## config.mk

```make
export PLATFORM = sky130hd
export DESIGN_NAME = mrbs_ceil_div
export DESIGN_NICKNAME = d
export VERILOG_FILES = /design/src/rtl/min_rate_binary_search_unit_assert.svh /design/src/rtl/mrbs_pkg.sv /design/src/rtl/mrbs_ceil_div.sv
export SDC_FILE = /design/constraint.sdc
export NUM_CORES = 1
export LEC_CHECK = 0
export BUFFER_PORTS_ARGS = -buffer_cell sky130_fd_sc_hd__buf_2
export CAP_MARGIN = 0
export CORE_ASPECT_RATIO = 1.4
export CORE_MARGIN = 2
export CORE_UTILIZATION = 52
export DETAILED_ROUTE_END_ITERATION = 12
export PLACE_DENSITY_LB_ADDON = 0.2
export SYNTH_ARGS = -nofsm -noshare
export SYNTH_HDL_FRONTEND = slang
export SYNTH_SLANG_ARGS = --single-unit
```

## constraint.sdc

```tcl
create_clock -name clk -period 3.25 [get_ports clk]
set_clock_uncertainty 0.2 [all_clocks]
set_input_delay 0.65 -clock clk [delete_from_list [all_inputs] [get_ports clk]]
set_output_delay 0.65 -clock clk [all_outputs]
set_load 0.01 [all_outputs]
```

## src/rtl/min_rate_binary_search_unit_assert.svh

```systemverilog
// Assertion macros shared by the minimum rate search unit.
`ifndef MIN_RATE_BINARY_SEARCH_UNIT_ASSERT_SVH
`define MIN_RATE_BINARY_SEARCH_UNIT_ASSERT_SVH

// Same-cycle implication, checked on every rising clock edge outside reset.
`define MRBS_ASSERT_NOW(label, ante, cons) \
  label: assert property (@(posedge clk) disable iff (rst) (ante) |-> (cons)) \
    else $error("min rate search: same-cycle check failed");

// Next-cycle implication, checked on every rising clock edge outside reset.
`define MRBS_ASSERT_NEXT(label, ante, cons) \
  label: assert property (@(posedge clk) disable iff (rst) (ante) |=> (cons)) \
    else $error("min rate search: next-cycle check failed");

`endif

```

## src/rtl/mrbs_pkg.sv

```systemverilog
// Package with sizes, types and sequencer states of the minimum rate search unit.
package mrbs_pkg;

  // Store depth and derived widths.
  localparam int unsigned MAX_JOBS = 1024;
  localparam int unsigned SIZE_W   = 31;
  localparam int unsigned CFG_W    = 32;
  localparam int unsigned CNT_W    = $clog2(MAX_JOBS + 1);
  localparam int unsigned ADDR_W   = (MAX_JOBS > 1) ? $clog2(MAX_JOBS) : 1;
  localparam int unsigned SUM_W    = SIZE_W + CNT_W;
  localparam int unsigned STEP_W   = $clog2(SIZE_W);
  localparam int unsigned IN_TDATA_W  = ((SIZE_W + 7) / 8) * 8;
  localparam int unsigned OUT_TDATA_W = ((SIZE_W + 7) / 8) * 8;

  // Sequencer states.
  typedef enum logic [2:0] {
    S_IDLE,
    S_MID,
    S_READ,
    S_LOAD,
    S_WAIT,
    S_CHECK,
    S_DONE
  } seq_state_t;

  // Request to the ceiling divider.
  typedef struct packed {
    logic              start;
    logic [SIZE_W-1:0] dividend;
    logic [SIZE_W-1:0] divisor;
  } div_req_t;

  // Answer of the ceiling divider.
  typedef struct packed {
    logic              done;
    logic [SIZE_W-1:0] quot;
  } div_res_t;

endpackage

```

## src/rtl/mrbs_ceil_div.sv

```systemverilog
// Bit-serial restoring divider that returns the ceiling of a quotient.
module mrbs_ceil_div (
  input  logic               clk,
  input  logic               rst,
  input  mrbs_pkg::div_req_t req,
  output mrbs_pkg::div_res_t res
);
  import mrbs_pkg::*;

  logic              busy;
  logic              done;
  logic [STEP_W-1:0] step;
  logic [SIZE_W-1:0] dvd;
  logic [SIZE_W-1:0] rem;
  logic [SIZE_W-1:0] dsr;
  logic [SIZE_W:0]   shifted;
  logic [SIZE_W:0]   diff;
  logic              fits;

  // One quotient bit per cycle while busy: shift in the next dividend bit and try a subtract.
  always_comb begin
    shifted = {rem, dvd[SIZE_W-1]};
    diff    = shifted - {1'b0, dsr};
    fits    = shifted >= {1'b0, dsr};
  end

  // Control of the iteration.
  always_ff @(posedge clk) begin
    if (rst) begin
      busy <= 1'b0;
      done <= 1'b0;
      step <= '0;
    end else begin
      if (req.start) begin
        busy <= 1'b1;
        done <= 1'b0;
        step <= '0;
      end else if (busy) begin
        step <= step + 1'b1;
        if (step == STEP_W'(SIZE_W - 1)) begin
          busy <= 1'b0;
          done <= 1'b1;
        end else begin
          done <= 1'b0;
        end
      end else begin
        done <= 1'b0;
      end
    end
  end

  // Dividend becomes the quotient as it shifts out; remainder builds up beside it.
  always_ff @(posedge clk) begin
    if (req.start) begin
      dvd <= req.dividend;
      rem <= '0;
      dsr <= req.divisor;
    end else if (busy) begin
      dvd <= {dvd[SIZE_W-2:0], fits};
      rem <= fits ? diff[SIZE_W-1:0] : shifted[SIZE_W-1:0];
    end
  end

  // Round up when anything is left over.
  always_comb begin
    res.done = done;
    res.quot = dvd + SIZE_W'(rem != '0);
  end

endmodule
```

==> qor.csv <==
metric,value,unit
std_cell_rows,48,
drc,0,
final-setup-viol-count,28,
dpl_worst_slack,-0.2610,ns
drtPass1Iterations,5,
fin_ws,-0.4446,ns
failed_checks,setup timing,
synth_top_flop_cell,sky130_fd_sc_hd__edfxtp_1,
dp.final_hpwl,11280,um
synth_top_cells_by_area,"sky130_fd_sc_hd__edfxtp_1 (29%), sky130_fd_sc_hd__dfxtp_1 (12%), sky130_fd_sc_hd__ha_1 (6.8%)",
hold_viol_final,0,
synth.lib_cells_used.distinct,62,
post_synth.cell_area_avg,9.695,um2
fmax,270.7,MHz
slew_limit_fails,0,
vias,5385,
netlist.area_leader.share,28.75,%
crit_path_cell_trace,or4_4 -> nor4_4 -> nand4_1 -> ha_4 -> and3_4 -> nand3_2 -> nor2_2 -> nand3_2 -> nor2_2 -> and3_4 -> nand4_1 -> xnor2_1 -> buf_2,
clock_insertion_delay_worst_skew,0.35,ns
cts_made_buffers,9,
post_synth_inst_count,668,
ys_seq_area_share,40.49,%
wl_per_cell,16.36,um
portBuffers,96,
family_with_the_most_delay_on_the_worst_path,simple AND/OR/NAND/NOR gates,
total_leakage_power,0.003209,uW
viasPerCell,5.698,
vias_in_the_first_global_route,5177,
crit_path_max_incr_delay,0.54,ns
finalWeightedCongestion,0.9318,
insertedDiodeCount,0,
hp-class,input port to flip-flop,
status,finished with violations,
yosys_warnings,0,
critPathLaunchType,flip-flop,
largest_net_degree_at_the_start_of_global_routing,69,
worst_pin_slew,0.7074,ns
worstPathRequired,2.40,ns
routed_wl,15460,um
finish.utilization,64.19,%
layout.cells.most_common,sky130_fd_sc_hd__buf_2,
final.min_clock_period,3.695,ns
num_io_pins,97,
syn_nets,769,
die_width,98.32,um
ctsHtreeMaxLevel,3,
netlist_area_pre_place,6476,um2
mostFrequentLayoutCells,"sky130_fd_sc_hd__buf_2 (95), sky130_fd_sc_hd__nand2_1 (78), sky130_fd_sc_hd__edfxtp_1 (62), sky130_fd_sc_hd__nor2_1 (51), sky130_fd_sc_hd__xnor2_1 (43)",
synth_top_cell_by_area,sky130_fd_sc_hd__edfxtp_1,
wire_length_of_the_first_global_routing_pass,24900,um
number_of_enable_flip_flop_cells_after_synthesis,62,
route.antenna.remaining_nets,0,
cts.clk_slew.worst_paths,0.07,ns
initial_utilization,52.86,%
grt.overflow.total,0,
crit_share_post_route,113.7,%
core-area,12250,um2
tritoncts,yes,
tritoncts_num_sinks,100,
grt_antenna_before_repair,0,
drtIter0Drc,255,
groute.usage.overall,22.93,%
ys_async_sr_fraction,0,%
nets,891,
drive_above_1_share,32.45,%
clockRootBuffer,sky130_fd_sc_hd__clkbuf_16,
timing.slew.headroom,52.84,%
crit_path_end_kind,output port,
ir_drop,0.2704,mV
path_max_fanout,4,
cts_hold_buffers,0,
power-per-cell-area,459.8,nW/um2
critical_path_buf_inv_count,1,
clockBufferDepth,2,
worst_path_max_delay_cell,sky130_fd_sc_hd__or4_4,
postSynthRegisterBits,100,
worstSetupPathType,flip-flop to output port,
grt_setup_unrepaired,true,
data_arrival_time_at_the_worst_slack_endpoint,2.84,ns
area_delta_synth_final,21.43,%
die_area,13380,um2
die_height,136.0,um
max_cap_viol_count,0,
[cell families (layout without fill, tap and decap cells)]
group	count (synthesis)	after routing	synth area share (%)
buffers and inverters	71	198	4.675
muxes	33	33	5.680
xor gates and xnor gates	58	58	7.844
and+or+nand+nor	236	236	17.18
adders and majority gates	36	36	7.071
DFF	100	100	40.49
AOI/OAI and AO/OA	134	134	17.06
[final cells by class]
class                   count  area, um2
clock buffers              10      239.0
clock inverters             6      46.29
fillers                  1002       4388
inverters                  41      153.9
multi-input cells         497       3716
flip-flops and latches    100       2628
well taps                 150      187.7
repair buffers            141      893.4
[path summary, 6_finish.rpt]
path	to	slack, ns	cells after the start	start
worst min register to register	done	0.32	2	step[4]
worst min-delay path	busy	0.25	2	rst
worst max-delay path	res[29]	-0.44	13	rem[18]
worst max register to register	rem[27]	0.12	11	rem[2]
[repair_timing]
item	CTS	global route
pin swaps	8	8
endpoints found under the setup margin	28	56
setup buffers	1	4
gates cloned	0	2
resized for setup	15	24
[synth_stat cells (2+ instances only)]
cell type                   n
sky130_fd_sc_hd__buf_1      2
sky130_fd_sc_hd__mux2i_1    3
sky130_fd_sc_hd__nor3_1    10
sky130_fd_sc_hd__buf_6      4
sky130_fd_sc_hd__xor2_1    15
sky130_fd_sc_hd__and4_1     3
sky130_fd_sc_hd__o211ai_1   6
sky130_fd_sc_hd__o21ai_0   18
sky130_fd_sc_hd__o31a_1     2
sky130_fd_sc_hd__o21a_1     2
sky130_fd_sc_hd__o211a_1    2
sky130_fd_sc_hd__ha_1      35
sky130_fd_sc_hd__buf_2      2
sky130_fd_sc_hd__nor4_1    11
sky130_fd_sc_hd__nor3b_1    2
sky130_fd_sc_hd__a311oi_1   7
sky130_fd_sc_hd__xnor2_1   43
sky130_fd_sc_hd__a21oi_1   36
sky130_fd_sc_hd__nor2_1    54
sky130_fd_sc_hd__nand2_1   83
sky130_fd_sc_hd__edfxtp_1  62
sky130_fd_sc_hd__a311oi_2  17
sky130_fd_sc_hd__or3_1      5
sky130_fd_sc_hd__inv_1     40
sky130_fd_sc_hd__a211oi_1   5
sky130_fd_sc_hd__nand2b_1   3
sky130_fd_sc_hd__and2_1     4
sky130_fd_sc_hd__o21bai_1   7
sky130_fd_sc_hd__nand4_1   11
sky130_fd_sc_hd__nand3_1   19
sky130_fd_sc_hd__a21o_1     9
sky130_fd_sc_hd__clkbuf_1  21
sky130_fd_sc_hd__nor2b_1   10
sky130_fd_sc_hd__mux2_2    30
sky130_fd_sc_hd__a211oi_2   2
sky130_fd_sc_hd__dfxtp_1   38
sky130_fd_sc_hd__and3_1    11
sky130_fd_sc_hd__a31oi_1    4
sky130_fd_sc_hd__or2_2      7
[metal layers]
metal / share of wire, % / global-route usage (%) / up-vias
li1: - / - / 2668
met1: 41 / 26.75 / 2516
met2: 52 / 42.21 / 174
met3: 4.8 / 3.856 / 27
met4: 2.1 / 7.991 / 0
met5: 0 / 0 / -
[sequential cells by signal (all words and copies together) (netlist names)]
name,count
step,5
dvd,31
done,1
rem,31
busy,1
dsr,31
[per-stage QoR]
step | hold slack, ns | instance area (um2) | setup TNS [ns] | total power [uW] | instances
5_1_grt | 0.2407 | 7864 | -11.47 | 3800 | 945
2_1_floorplan | 0.2653 | 6499 | -0.009756 | 2251 | 668
6_report | 0.2508 | 7864 | -7.664 | 3616 | 945
3_3_place_gp | 0.2945 | 7345 | -0.7911 | 2519 | 922
4_1_cts | 0.2432 | 7705 | -6.629 | 3590 | 939
3_5_place_dp | 0.3112 | 7345 | -1.941 | 2552 | 922
[where the power goes]
part           switching (uW)  internal, uW  total, uW  leakage, uW
registers                98.1          1470       1570     0.000930
clock network             485           548       1030     0.000139
logic                     546           467       1010      0.00214
Power figures use the tool's default switching activity.
