===== config.mk =====
export PLATFORM = sky130hd
export DESIGN_NAME = mrbs_ram
export DESIGN_NICKNAME = d
export VERILOG_FILES = /design/src/rtl/min_rate_binary_search_unit_assert.svh /design/src/rtl/mrbs_ram.sv
export SDC_FILE = /design/constraint.sdc
export NUM_CORES = 1
export LEC_CHECK = 0
export ABC_AREA = 1
export BUFFER_PORTS_ARGS = -buffer_cell sky130_fd_sc_hd__buf_2
export CORE_AREA = 5 5 122 211
export CTS_BUF_LIST = sky130_fd_sc_hd__clkbuf_8
export CTS_CLUSTER_DIAMETER = 80
export DETAILED_ROUTE_END_ITERATION = 8
export DIE_AREA = 0 0 127 216
export PLACE_DENSITY = 0.47
export SYNTH_ARGS = -nofsm -noshare
export SYNTH_HDL_FRONTEND = slang
export SYNTH_SLANG_ARGS = --single-unit

===== constraint.sdc =====
create_clock -name clk -period 1.2 [get_ports clk]
set_input_delay 0.24 -clock clk [delete_from_list [all_inputs] [get_ports clk]]
set_output_delay 0.24 -clock clk [all_outputs]
set_load 0.02 [all_outputs]

===== src/rtl/min_rate_binary_search_unit_assert.svh =====
// Assertion macros shared by the minimum rate search unit.
`ifndef MIN_RATE_BINARY_SEARCH_UNIT_ASSERT_SVH
`define MIN_RATE_BINARY_SEARCH_UNIT_ASSERT_SVH

// Same-cycle implication, checked on every rising clock edge outside reset.
`define MRBS_ASSERT_NOW(label, ante, cons) \
  label: assert property (@(posedge clk) disable iff (rst) (ante) |-> (cons)) \
    else $error("min rate search: same-cycle check failed");

// Next-cycle implication, checked on every rising clock edge outside reset.
`define MRBS_ASSERT_NEXT(label, ante, cons) \
  label: assert property (@(posedge clk) disable iff (rst) (ante) |=> (cons)) \
    else $error("min rate search: next-cycle check failed");

`endif


===== src/rtl/mrbs_ram.sv =====
// Generic single-port-write, single-port-read RAM with registered read data.
module mrbs_ram #(
  parameter int unsigned WIDTH = 8,
  parameter int unsigned DEPTH = 16
) (
  input  logic                                      clk,
  input  logic                                      we,
  input  logic [$clog2(DEPTH > 1 ? DEPTH : 2)-1:0]  waddr,
  input  logic [WIDTH-1:0]                          wdata,
  input  logic                                      re,
  input  logic [$clog2(DEPTH > 1 ? DEPTH : 2)-1:0]  raddr,
  output logic [WIDTH-1:0]                          rdata
);

  logic [WIDTH-1:0] mem [DEPTH];

  // Write port.
  always_ff @(posedge clk) begin
    if (we) begin
      mem[waddr] <= wdata;
    end
  end

  // Registered read port.
  always_ff @(posedge clk) begin
    if (re) begin
      rdata <= mem[raddr];
    end
  end

endmodule


==> results of run 1 <==
## how the worst min path moves through the flow
stage                     slack (ns)  depth (start not counted)      from        end
final                           0.16                          1        re   rdata[7]
after global routing            0.13                          1        re   rdata[6]
after CTS                       0.13                          1        re   rdata[4]
after detailed placement        0.62                          1        re   rdata[2]
after global placement          0.62                          1        re   rdata[2]
after floorplan                 0.34                          0  wdata[0]  mem[0][0]
## synthesized netlist by cell type
| library cell | instances |
|---|---|
| sky130_fd_sc_hd__inv_1 | 100 |
| sky130_fd_sc_hd__nand3b_1 | 2 |
| sky130_fd_sc_hd__buf_6 | 6 |
| sky130_fd_sc_hd__inv_2 | 2 |
| sky130_fd_sc_hd__buf_1 | 1 |
| sky130_fd_sc_hd__edfxtp_1 | 136 |
| sky130_fd_sc_hd__nand3_1 | 97 |
| sky130_fd_sc_hd__buf_4 | 4 |
| sky130_fd_sc_hd__nand2_1 | 173 |
| sky130_fd_sc_hd__buf_2 | 13 |
| sky130_fd_sc_hd__nor2_1 | 17 |
## registers in the layout, summed over array words and instances, names as in the netlist
register and flops:
rdata 8, mem 128
## routing by layer
layer / share of wire [%] / wire length (um) / global-route usage (%)
met5: 0 / 0 / 0
met4: 3.8 / 546 / 6.08
met3: 3.4 / 476 / 2.97
met2: 56 / 7910 / 20.3
met1: 37 / 5270 / 11.0
## final cells by class
| class | instances | area (um2) |
|---|---|---|
| Clock inverter | 15 | 191 |
| Multi-Input combinational cell | 289 | 1230 |
| Antenna cell | 1 | 2.50 |
| Fill cell | 2501 | 16700 |
| Inverter | 102 | 383 |
| Clock buffer | 17 | 234 |
| Sequential cell | 136 | 4080 |
| Tap cell | 308 | 385 |
| Timing Repair Buffer | 73 | 608 |
## worst register-to-register path, delay by kind of cell (launching register included)
family | cells | cell delay [ns]
buf+inv | 1 | 0.06
flops | 1 | 0.36
simple gates | 5 | 0.44
## per-stage QoR
| stage | util, % | area (um2) | setup slack (ns) |
|---|---|---|---|
| after global routing | 29.9 | 7120 | -0.114 |
| after CTS | 29.7 | 7090 | -0.101 |
| after floorplan | - | 5850 | 0.00916 |
| after detailed placement | 27.8 | 6620 | -0.270 |
| after global placement | 27.8 | 6620 | -0.261 |
| final | 29.9 | 7120 | -0.0398 |
## cells by family after synthesis
logic type,after synthesis,synth area share (%)
AND/OR/NAND/NOR,289,20.8
flip-flops,136,69.8
buffers and inverters,126,9.39
## where the power goes
| part | leakage [uW] | switching [uW] | internal, uW |
|---|---|---|---|
| clock network | 0.000218 | 1650 | 2400 |
| logic | 0.00158 | 499 | 287 |
| registers | 0.00124 | 29.5 | 5350 |
## timing repair
item | 4_1_cts | 5_1_grt
setup endpoints to repair | 8 | 12
cloned | 0 | 0
resized for setup | 12 | 8
buffers inserted | 0 | 0
hold endpoints to repair | 0 | 0
==> impl_results.md, run 1 <==
- Overflow left after global routing: 0
- Critical path depth: 1
- Initial core utilization: around 25%
- Outcome: complete, but fails checks
- Die outline area: around 0.027 mm2
- Worst flop-to-flop path endpoint: rdata[5]
- Maximum level of the CTS H-tree: 4
- Summed negative setup slack over all endpoints: -0.155 ns
- Final Critical Period: about 1.2 ns
- Placed Cells: roughly 900
- Max Buffers Root-to-Sink: 2
- Top cell type by total area after synthesis: sky130_fd_sc_hd__edfxtp_1
- Total Routed Length: about 14000 um
- Number of sinks handled by clock tree synthesis: around 140
- Proportion of layout cells with a drive suffix above 1: 16.1%
- Initial detailed-routing violation count: between 150 and 200
- Number of nets with antenna violations after detailed routing: 0
- Leakage power of the design: between 0.003 and 0.004 uW
- Total design power: approximately 10000 uW
- Final net count: approximately 640
- RSZ-0062 raised after global routing: yes
- DP HPWL: 9980 um
- Number of vias per cell after detailed routing: 4.09
- Overall die width: ~130 um
- Die extent in y: approximately 220 um
- Crit path buf inv count: 1
- WL per Instance: roughly 15 um
- Crit path max-delay family: flip-flops
- Skew-Pair Late Insertion Delay: between 0.4 and 0.5 ns
- Sequential cell area fraction in the yosys report: 69.8%
- Critical path, cell by cell: buf_6
- Violated checks: negative setup slack
- Slew Limit Headroom: approximately three quarters
- PnR worst setup slack: -0.0398 ns
- Cell area after synthesis: ~0.006 mm2
- Worst setup path end: rdata[5]
- Total number of placement rows: between 70 and 80
- Root cell of the clock tree: sky130_fd_sc_hd__clkbuf_8
- Max-cap violations: 0
- Number of placed I/O pins: 27
- Final hold violation count: 0
- WHS: between 0.15 and 0.2 ns
- First-pass iteration count of the detailed router: 4
- Most common cell after layout, fill and taps aside: sky130_fd_sc_hd__nand2_1
- Ratio of final minimum period to clock period: 103%
- Most frequent cells in the layout: 173 x sky130_fd_sc_hd__nand2_1, 136 x sky130_fd_sc_hd__edfxtp_1, 103 x sky130_fd_sc_hd__inv_1
- Slew @ Worst Pin: between 0.3 and 0.4 ns
- Worst setup path startpoint: rdata[5]
- Wire length of the first global-routing pass: about 22000 um
- Total of endpoints with negative setup slack in the final report: 8
- Dominant cells by area after synthesis: sky130_fd_sc_hd__edfxtp_1 70%, sky130_fd_sc_hd__nand2_1 11%, sky130_fd_sc_hd__nand3_1 8.3%
- Worst setup skew after layout: between 0.005 and 0.006 ns
- Post-synthesis cell type count: 11
- Average cell area after synthesis: 10.6 um2
- Largest stage delay on the critical path: about 0.40 ns
- Routability-driven placement congestion ratio: roughly 0.77
- Slowest cell on the critical path: sky130_fd_sc_hd__edfxtp_1
- Total routing usage reported by global routing: roughly 11%
- Total power divided by cell area: approximately 1400 mW/mm2
- Worst-path clk slew: ~0.070 ns
- Residual DRC count: 0
- Count of warnings emitted by yosys: 0
- Source of the worst register-to-register timing path: mem[1][5]
- Hold_buf cts: 0
- Maximum vdd ir drop: between 0.0005 and 0.0006 V
- Antenna violations before repair: 1
- Kind of start point of the critical path: register
- Max Fanout on Critical Path: 1
- I/O Buffers: 26
- Post-synthesis cell count: ~550
- Clock tree from TritonCTS: built
- Placeable core region: roughly 0.024 mm2
- Post-Synthesis Net Count: 570
- Required time at the endpoint of the critical path: 0.96 ns
- Max Freq: a little over 0.8 GHz
- Type of element capturing the critical path: output port
- Classification of the worst setup path: register to output port
- Max Transition Viols Final: 0
- Class of the tightest hold or removal check: input port to register
- Overall via count from detail_route: about 3.9k
- Number of global-route vias before repair: ~4.0k
- Number of synthesized register bits: 136
- Pin count of the biggest net entering global routing: 53
- Number of buffers created by CTS: 17
- Reg-to-reg setup timing slack: 0.10 ns
- Signed area change from the synthesized netlist to the final layout: 21.8%
- Count of non-filler cells in the finished layout: about 940
- Data arrival at the endpoint of the critical path: 1.00 ns
- Number of cell instances on the worst register-to-register path: 6
- Fraction of synthesized cell area taken by the top area cell type: a little over two thirds
(Power assumes the default switching activity.)
==> inputs of run 2 (changes only) <==
Settings changed: ABC_AREA 1 to not set, CAP_MARGIN set to 20, CORE_AREA 5 5 122 211 to 5 5 116 200, DIE_AREA 0 0 127 216 to 0 0 121 205.
==> run 2 against run 1 <==
Compared with the run above:
- via count fell by 37%
- largest power group unchanged
- setup slack lost 0.19 ns
- the flow still finishes with violations (negative setup slack)
- utilization up 0.73 points
- synthesized cell count decreased by 58%
- non-clock buffer count down 7
- critical endpoint is now rdata[2]
==> impl_results.md, run 2 <==
- Hold_buf cts: 0
- Class of the tightest hold or removal check: input port to register
- Leakage power of the design: 0.00211 uW
- Total of endpoints with negative setup slack in the final report: 13
- M2 GR Usage: between 10% and 20%
- Number of buffers created by CTS: 17
- Number of placed I/O pins: 27
- Ratio of final minimum period to clock period: 119%
- Total Routed Length: approximately 11000 um
- Antenna violations before repair: 0
- Final Critical Period: between 1 and 1.5 ns
- Total number of placement rows: 71
- Flip-flop count of the largest register, all copies and words added: between 100 and 150
- Sequential cell area fraction in the yosys report: roughly four fifths
- Overall via count from detail_route: between 2k and 2.5k
- Outcome: complete, but fails checks
- Placed Cells: a little under 600
- Max Fanout on Critical Path: 1
- Classification of the worst setup path: register to register
- I/O Buffers: 26
- Worst setup skew after layout: 0.0114 ns
- Max Buffers Root-to-Sink: 2
- Dominant cells by area after synthesis: sky130_fd_sc_hd__edfxtp_1 78%, sky130_fd_sc_hd__mux4_2 7.8%, sky130_fd_sc_hd__mux4_1 7.0%
- Post-synthesis cell count: 229
- Average cell area after synthesis: ~23 um2
- Area taken by multi-input logic gates: about 0.0011 mm2
- Global Route met3 Usage: 2.21%
- WHS: 0.168 ns
- RSZ-0062 raised after global routing: yes
- Count of non-filler cells in the finished layout: roughly 610
- Data arrival at the endpoint of the critical path: 1.62 ns
- Signed area change from the synthesized netlist to the final layout: 25.4%
- Worst flop-to-flop path endpoint: rdata[2]
- Async set-or-reset flop fraction in the synthesized netlist: 0%
- Max-cap violations: 0
- DP HPWL: 8250 um
- Number of sinks handled by clock tree synthesis: between 100 and 150
- Pin count of the biggest net entering global routing: 17
- Post-Synthesis Net Count: about 250
- Largest registers ranked by flip-flop count: mem x128, rdata x8
- Clock tree from TritonCTS: built
- Type of element capturing the critical path: register
- Maximum vdd ir drop: 0.000611 V
- Fraction of synthesized cell area taken by the top area cell type: 78.1%
- Placeable core region: ~0.021 mm2
- Number of nets with antenna violations after detailed routing: 0
- Cell area after synthesis: approximately 0.0052 mm2
- Number of enable flip-flop cells after synthesis: approximately 140
- PnR worst setup slack: -0.231 ns
- Skew-Pair Late Insertion Delay: roughly 0.43 ns
- Most frequent cells in the layout: 136 x sky130_fd_sc_hd__edfxtp_1, 32 x sky130_fd_sc_hd__mux4_2, 25 x sky130_fd_sc_hd__buf_4
- Finished layout cell area: 0.00655 mm2
- Post-CTS Repair Setup Buffers: 0
- Top cells by count, synth: 136 x sky130_fd_sc_hd__edfxtp_1, 18 x sky130_fd_sc_hd__mux4_2, 16 x sky130_fd_sc_hd__a22oi_1, 14 x sky130_fd_sc_hd__mux4_1, 13 x sky130_fd_sc_hd__nor2_1
- Required time at the endpoint of the critical path: ~1.4 ns
- Hold EP: rdata[2]
- Number of vias per cell after detailed routing: approximately 4.0
- Slew Limit Headroom: between 40% and 50%
- Residual DRC count: 0
- Max Freq: ~0.70 GHz
- Reg-to-reg setup timing slack: -0.23 ns
- Util after Layout: 30.6%
- Final hold violation count: 0
- First-pass iteration count of the detailed router: 6
- Hold path start: re
- Root cell of the clock tree: sky130_fd_sc_hd__clkbuf_8
- Area occupied by registers: slightly above 0.004 mm2
- Busiest grt layer: met2
- Antenna diodes: 0
- Met1 usage: a little over 9%
- Dominant synthesized flop cell: sky130_fd_sc_hd__edfxtp_1
- WL per Instance: 18.4 um
- Worst-path clk slew: approximately 0.080 ns
- Die extent in y: between 200 and 250 um
- Number of global-route vias before repair: ~2.7k
- Total routing usage reported by global routing: 9.64%
- Total design power: 9320 uW
- Final net count: ~320
- Register ranked first by flip-flop count: mem
- Routability-driven placement congestion ratio: 0.730
- Max Transition Viols Final: 0
- Number of synthesized register bits: 136
- Initial core utilization: between 20% and 30%
- Hold-critical path depth: 1
- Fillcell total: a little over 2k
- Wire length of the first global-routing pass: 16900 um
- Die outline area: 0.0248 mm2
- Overall die width: between 100 and 150 um
- Maximum level of the CTS H-tree: 4
- Number of cell instances on the worst register-to-register path: 3
- Cell area after placement: just over 0.006 mm2
- Most common cell after layout, fill and taps aside: sky130_fd_sc_hd__edfxtp_1
- Overflow left after global routing: 0
- Initial detailed-routing violation count: 92
- Total power divided by cell area: 1420 mW/mm2
- Cell with the most instances after synthesis: sky130_fd_sc_hd__edfxtp_1
- Source of the worst register-to-register timing path: mem[1][2]
- Proportion of layout cells with a drive suffix above 1: approximately 47%
- Top cell type by total area after synthesis: sky130_fd_sc_hd__edfxtp_1
- Kind of start point of the critical path: register
- Slew @ Worst Pin: 0.850 ns
- Violated checks: negative setup slack
- Count of warnings emitted by yosys: 0
- Post-synthesis cell type count: 18
run 2: cell types whose count changed after synthesis, sizes merged, moves of 16 or more:
cell	change
nand2	-164
inv	-102
nand3	-96
mux4	+32
buf	-17
a22oi	+16
run 2: per-stage QoR:
step | TNS, ns | setup slack (ns)
4_1_cts | -2.17 | -0.250
2_1_floorplan | -4.96 | -0.240
5_1_grt | -2.50 | -0.249
6_report | -1.45 | -0.231
3_3_place_gp | -30.74 | -0.566
3_5_place_dp | -31.85 | -0.564
run 2: what timing repair did:
| action | CTS | global route |
|---|---|---|
| setup endpoints to repair | 16 | 16 |
| gates resized for setup | 12 | 7 |
| pin swaps | 0 | 2 |
run 2: metal layers:
layer,up-vias,wire [um]
met5,-,0
met4,0,180
met3,7,282
met2,41,6770
met1,1275,3970
li1,1113,-
run 2: report_power, final:
group | switching (uW) | internal (uW)
sequential | 29.6 | 5350
combinational | 345 | 311
clock | 1690 | 1600
run 2: cell families (layout without fill, tap and decap cells):
logic type / Yosys count / count (layout) / synth area share, %
mux: 32 / 32 / 14.8
simple gates: 35 / 35 / 3.14
compound gates: 16 / 16 / 2.30
buf+inv: 10 / 98 / 1.65
flops: 136 / 136 / 78.1
run 2: worst max-delay path, cell delays in order (launching register included):
cell and delay [ns]:
sky130_fd_sc_hd__edfxtp_1 0.37, sky130_fd_sc_hd__mux4_2 0.49, sky130_fd_sc_hd__a22oi_2 0.23, sky130_fd_sc_hd__nand2_2 0.09
run 2: worst max path at each step:
stage	from	to	slack (ns)	cells past startpoint
floorplan	raddr[0]	rdata[1]	-0.24	5
global placement	raddr[0]	rdata[3]	-0.57	6
detailed placement	raddr[0]	rdata[3]	-0.56	6
CTS	mem[1][2]	rdata[2]	-0.25	3
global route	mem[2][2]	rdata[2]	-0.25	3
finish	mem[1][2]	rdata[2]	-0.23	3
run 2: final cells by class:
cell class              instances  share of cell area [%]
flip-flops and latches        136                    62.3
multi-input cells              83                    16.9
repair buffers                 66                    9.91
clock buffers                  17                    3.57
well taps                     292                    5.57
clock inverters                15                    1.76
==> inputs of run 3 (changes only) <==
Settings changed: CELL_PAD_IN_SITES_DETAIL_PLACEMENT set to 1, CELL_PAD_IN_SITES_GLOBAL_PLACEMENT set to 1, PLACE_DENSITY 0.47 to 0.51.
==> run 3 against run 2 <==
Compared with the run above:
- clock power increased by 14%
- clock skew up 0.0014 ns
- cell count decreased by 1.3%
- first-iteration DRC count is 52% higher
- combinational power fell by 3%
- utilization decreased by 0.15 points
- clock-buffer cell count unchanged
- sequential power hardly changed
- the flow still finishes with violations (negative setup slack)
- non-clock buffer count down 7
- worst hold slack worse by 0.0015 ns
- routed wire length grew 5.7%
- critical path depth unchanged
==> impl_results.md, run 3 (same netlist as run 2, synthesis figures left out) <==
- Outcome: complete, but fails checks
- Violated checks: negative setup slack
- Total number of placement rows: 71
- Die outline area: 0.0248 mm2
- Maximum vdd ir drop: 0.000592 V
- Max Fanout on Critical Path: 1
- Maximum level of the CTS H-tree: 4
- Slew Limit Headroom: 40.0%
- Clock tree from TritonCTS: built
- Count of non-filler cells in the finished layout: 601
- Total of endpoints with negative setup slack in the final report: 16
- Final net count: about 320
- Ratio of final minimum period to clock period: 120%
- Worst-path clk slew: roughly 0.08 ns
- Worst setup path startpoint: mem[3][0]
- Fillcell total: 2148
- Number of cell instances on the worst register-to-register path: 3
- Util after Layout: between 30% and 40%
- Number of nets with antenna violations after detailed routing: 0
- Antenna diodes: 0
- Worst setup skew after layout: between 0.01 and 0.015 ns
- Hold_buf cts: 0
- Type of element capturing the critical path: register
- Leakage power of the design: 0.00208 uW
- Summed negative setup slack over all endpoints: -1.69 ns
- Slew @ Worst Pin: 0.897 ns
- Overflow left after global routing: 0
- Number of sinks handled by clock tree synthesis: 136
- Overall die width: 121 um
- Flip-flop count of the largest register, all copies and words added: 128
- Signed area change from the synthesized netlist to the final layout: 24.8%
- Routability-driven placement congestion ratio: around 0.71
- Reg-to-reg setup timing slack: -0.24 ns
- Initial core utilization: between 20% and 30%
- Placed Cells: 570
- Crit path max-delay family: multiplexers
- Die extent in y: 205 um
- I/O Buffers: 26
- Pin count of the biggest net entering global routing: 18
- Max Freq: 0.695 GHz
- RSZ-0062 raised after global routing: yes
- Source of the worst register-to-register timing path: mem[3][0]
- Number of vias per cell after detailed routing: approximately 4.1
- Max Buffers Root-to-Sink: 2
- Data arrival at the endpoint of the critical path: between 1.5 and 2 ns
- Area occupied by registers: approximately 0.0041 mm2
- Largest stage delay on the critical path: a little over 0.5 ns
- Number of buffers created by CTS: 17
- DP HPWL: ~8600 um
- Wire length of the first global-routing pass: roughly 18000 um
- Cell area after placement: between 0.006 and 0.007 mm2
- Max Transition Viols Final: 0
- Total Routed Length: around 12000 um
- Finished layout cell area: 0.00652 mm2
- Initial detailed-routing violation count: 140
- PnR worst setup slack: -0.240 ns
- Root cell of the clock tree: sky130_fd_sc_hd__clkbuf_8
- Total routing usage reported by global routing: around a tenth
- Critical path depth: 3
- Largest registers ranked by flip-flop count: mem x128, rdata x8
- Overall via count from detail_route: 2491
- Skew-Pair Late Insertion Delay: around 0.44 ns
- Max-cap violations: 0
- Proportion of layout cells with a drive suffix above 1: 43.7%
- Register ranked first by flip-flop count: mem
- WL per Instance: slightly below 20 um
- Total power divided by cell area: about 1500 mW/mm2
- Critical path, cell by cell: mux4_2, a22oi_2, nand2_1
- Area taken by multi-input logic gates: between 0.001 and 0.0015 mm2
- Hold-critical path depth: 1
- Classification of the worst setup path: register to register
- Slowest cell on the critical path: sky130_fd_sc_hd__mux4_2
- Required time at the endpoint of the critical path: 1.38 ns
- Most frequent cells in the layout: 136 x sky130_fd_sc_hd__edfxtp_1, 32 x sky130_fd_sc_hd__mux4_2, 19 x sky130_fd_sc_hd__buf_2, 19 x sky130_fd_sc_hd__buf_4, 17 x sky130_fd_sc_hd__clkbuf_8
- Class of the tightest hold or removal check: input port to register
- Final hold violation count: 0
- Final Critical Period: roughly 1.4 ns
- Placeable core region: 0.0214 mm2
- Crit path buf inv count: 0
- First-pass iteration count of the detailed router: 4
- Antenna violations before repair: 0
- Hold path start: re
- Kind of start point of the critical path: register
- Total design power: roughly 9800 uW
- Number of placed I/O pins: 27
- Residual DRC count: 0
- Most common cell after layout, fill and taps aside: sky130_fd_sc_hd__edfxtp_1
- Number of global-route vias before repair: 2884
==> run 3: cell types whose count changed in the layout (fill, tap and decap cells not counted), moves of 3 or more <==
cell | previous run | this run
sky130_fd_sc_hd__a22oi_1 | 9 | 13
sky130_fd_sc_hd__a22oi_2 | 7 | 3
sky130_fd_sc_hd__buf_4 | 25 | 19
sky130_fd_sc_hd__clkinv_2 | 5 | 2
==> run 3: path summary, 6_finish.rpt <==
kind	endpoint
max reg2reg	rdata[0]
max	rdata[0]
min	rdata[6]
min reg2reg	rdata[6]
==> run 3: cell type report <==
| class | count | share of cell area [%] |
|---|---|---|
| tap | 292 | 5.60 |
| clock buffer | 17 | 3.59 |
| sequential | 136 | 62.6 |
| clock inverter | 14 | 2.44 |
| timing repair buffer | 59 | 9.15 |
| multi-input combinational | 83 | 16.6 |
==> run 3: per-layer routing <==
layer	GRT usage (%)	routed length [um]	vias up
li1	-	-	1100
met1	10.6	4330	1328
met2	19.9	7000	50
met3	2.18	279	13
met4	4.50	231	0
met5	0	0	-
==> run 3: report_power, final <==
group / internal, uW / switching, uW / leakage (uW) / total (uW)
clock network: 2020 / 1730 / 0.000186 / 3740
registers: 5350 / 32.0 / 0.00124 / 5380
logic: 295 / 344 / 0.000656 / 639
total: 7660 / 2110 / 0.00208 / 9760
==> run 3: metrics by stage <==
step	setup slack (ns)	hold WS [ns]
2_1_floorplan	-0.240	0.339
3_3_place_gp	-0.604	0.631
3_5_place_dp	-0.593	0.630
4_1_cts	-0.278	0.145
5_1_grt	-0.305	0.145
6_report	-0.240	0.166
==> run 3: worst register-to-register path: stages, from the launching register on <==
cell and delay, ns:
sky130_fd_sc_hd__edfxtp_1 0.38, sky130_fd_sc_hd__mux4_2 0.51, sky130_fd_sc_hd__a22oi_2 0.20, sky130_fd_sc_hd__nand2_1 0.10
==> run 3: repair_timing <==
action | 4_1_cts | 5_1_grt
endpoints found under the hold margin | 0 | 0
gates cloned | 0 | 0
pin swaps | 1 | 2
resized for setup | 14 | 4
setup buffers | 0 | 0
setup endpoints to repair | 16 | 16
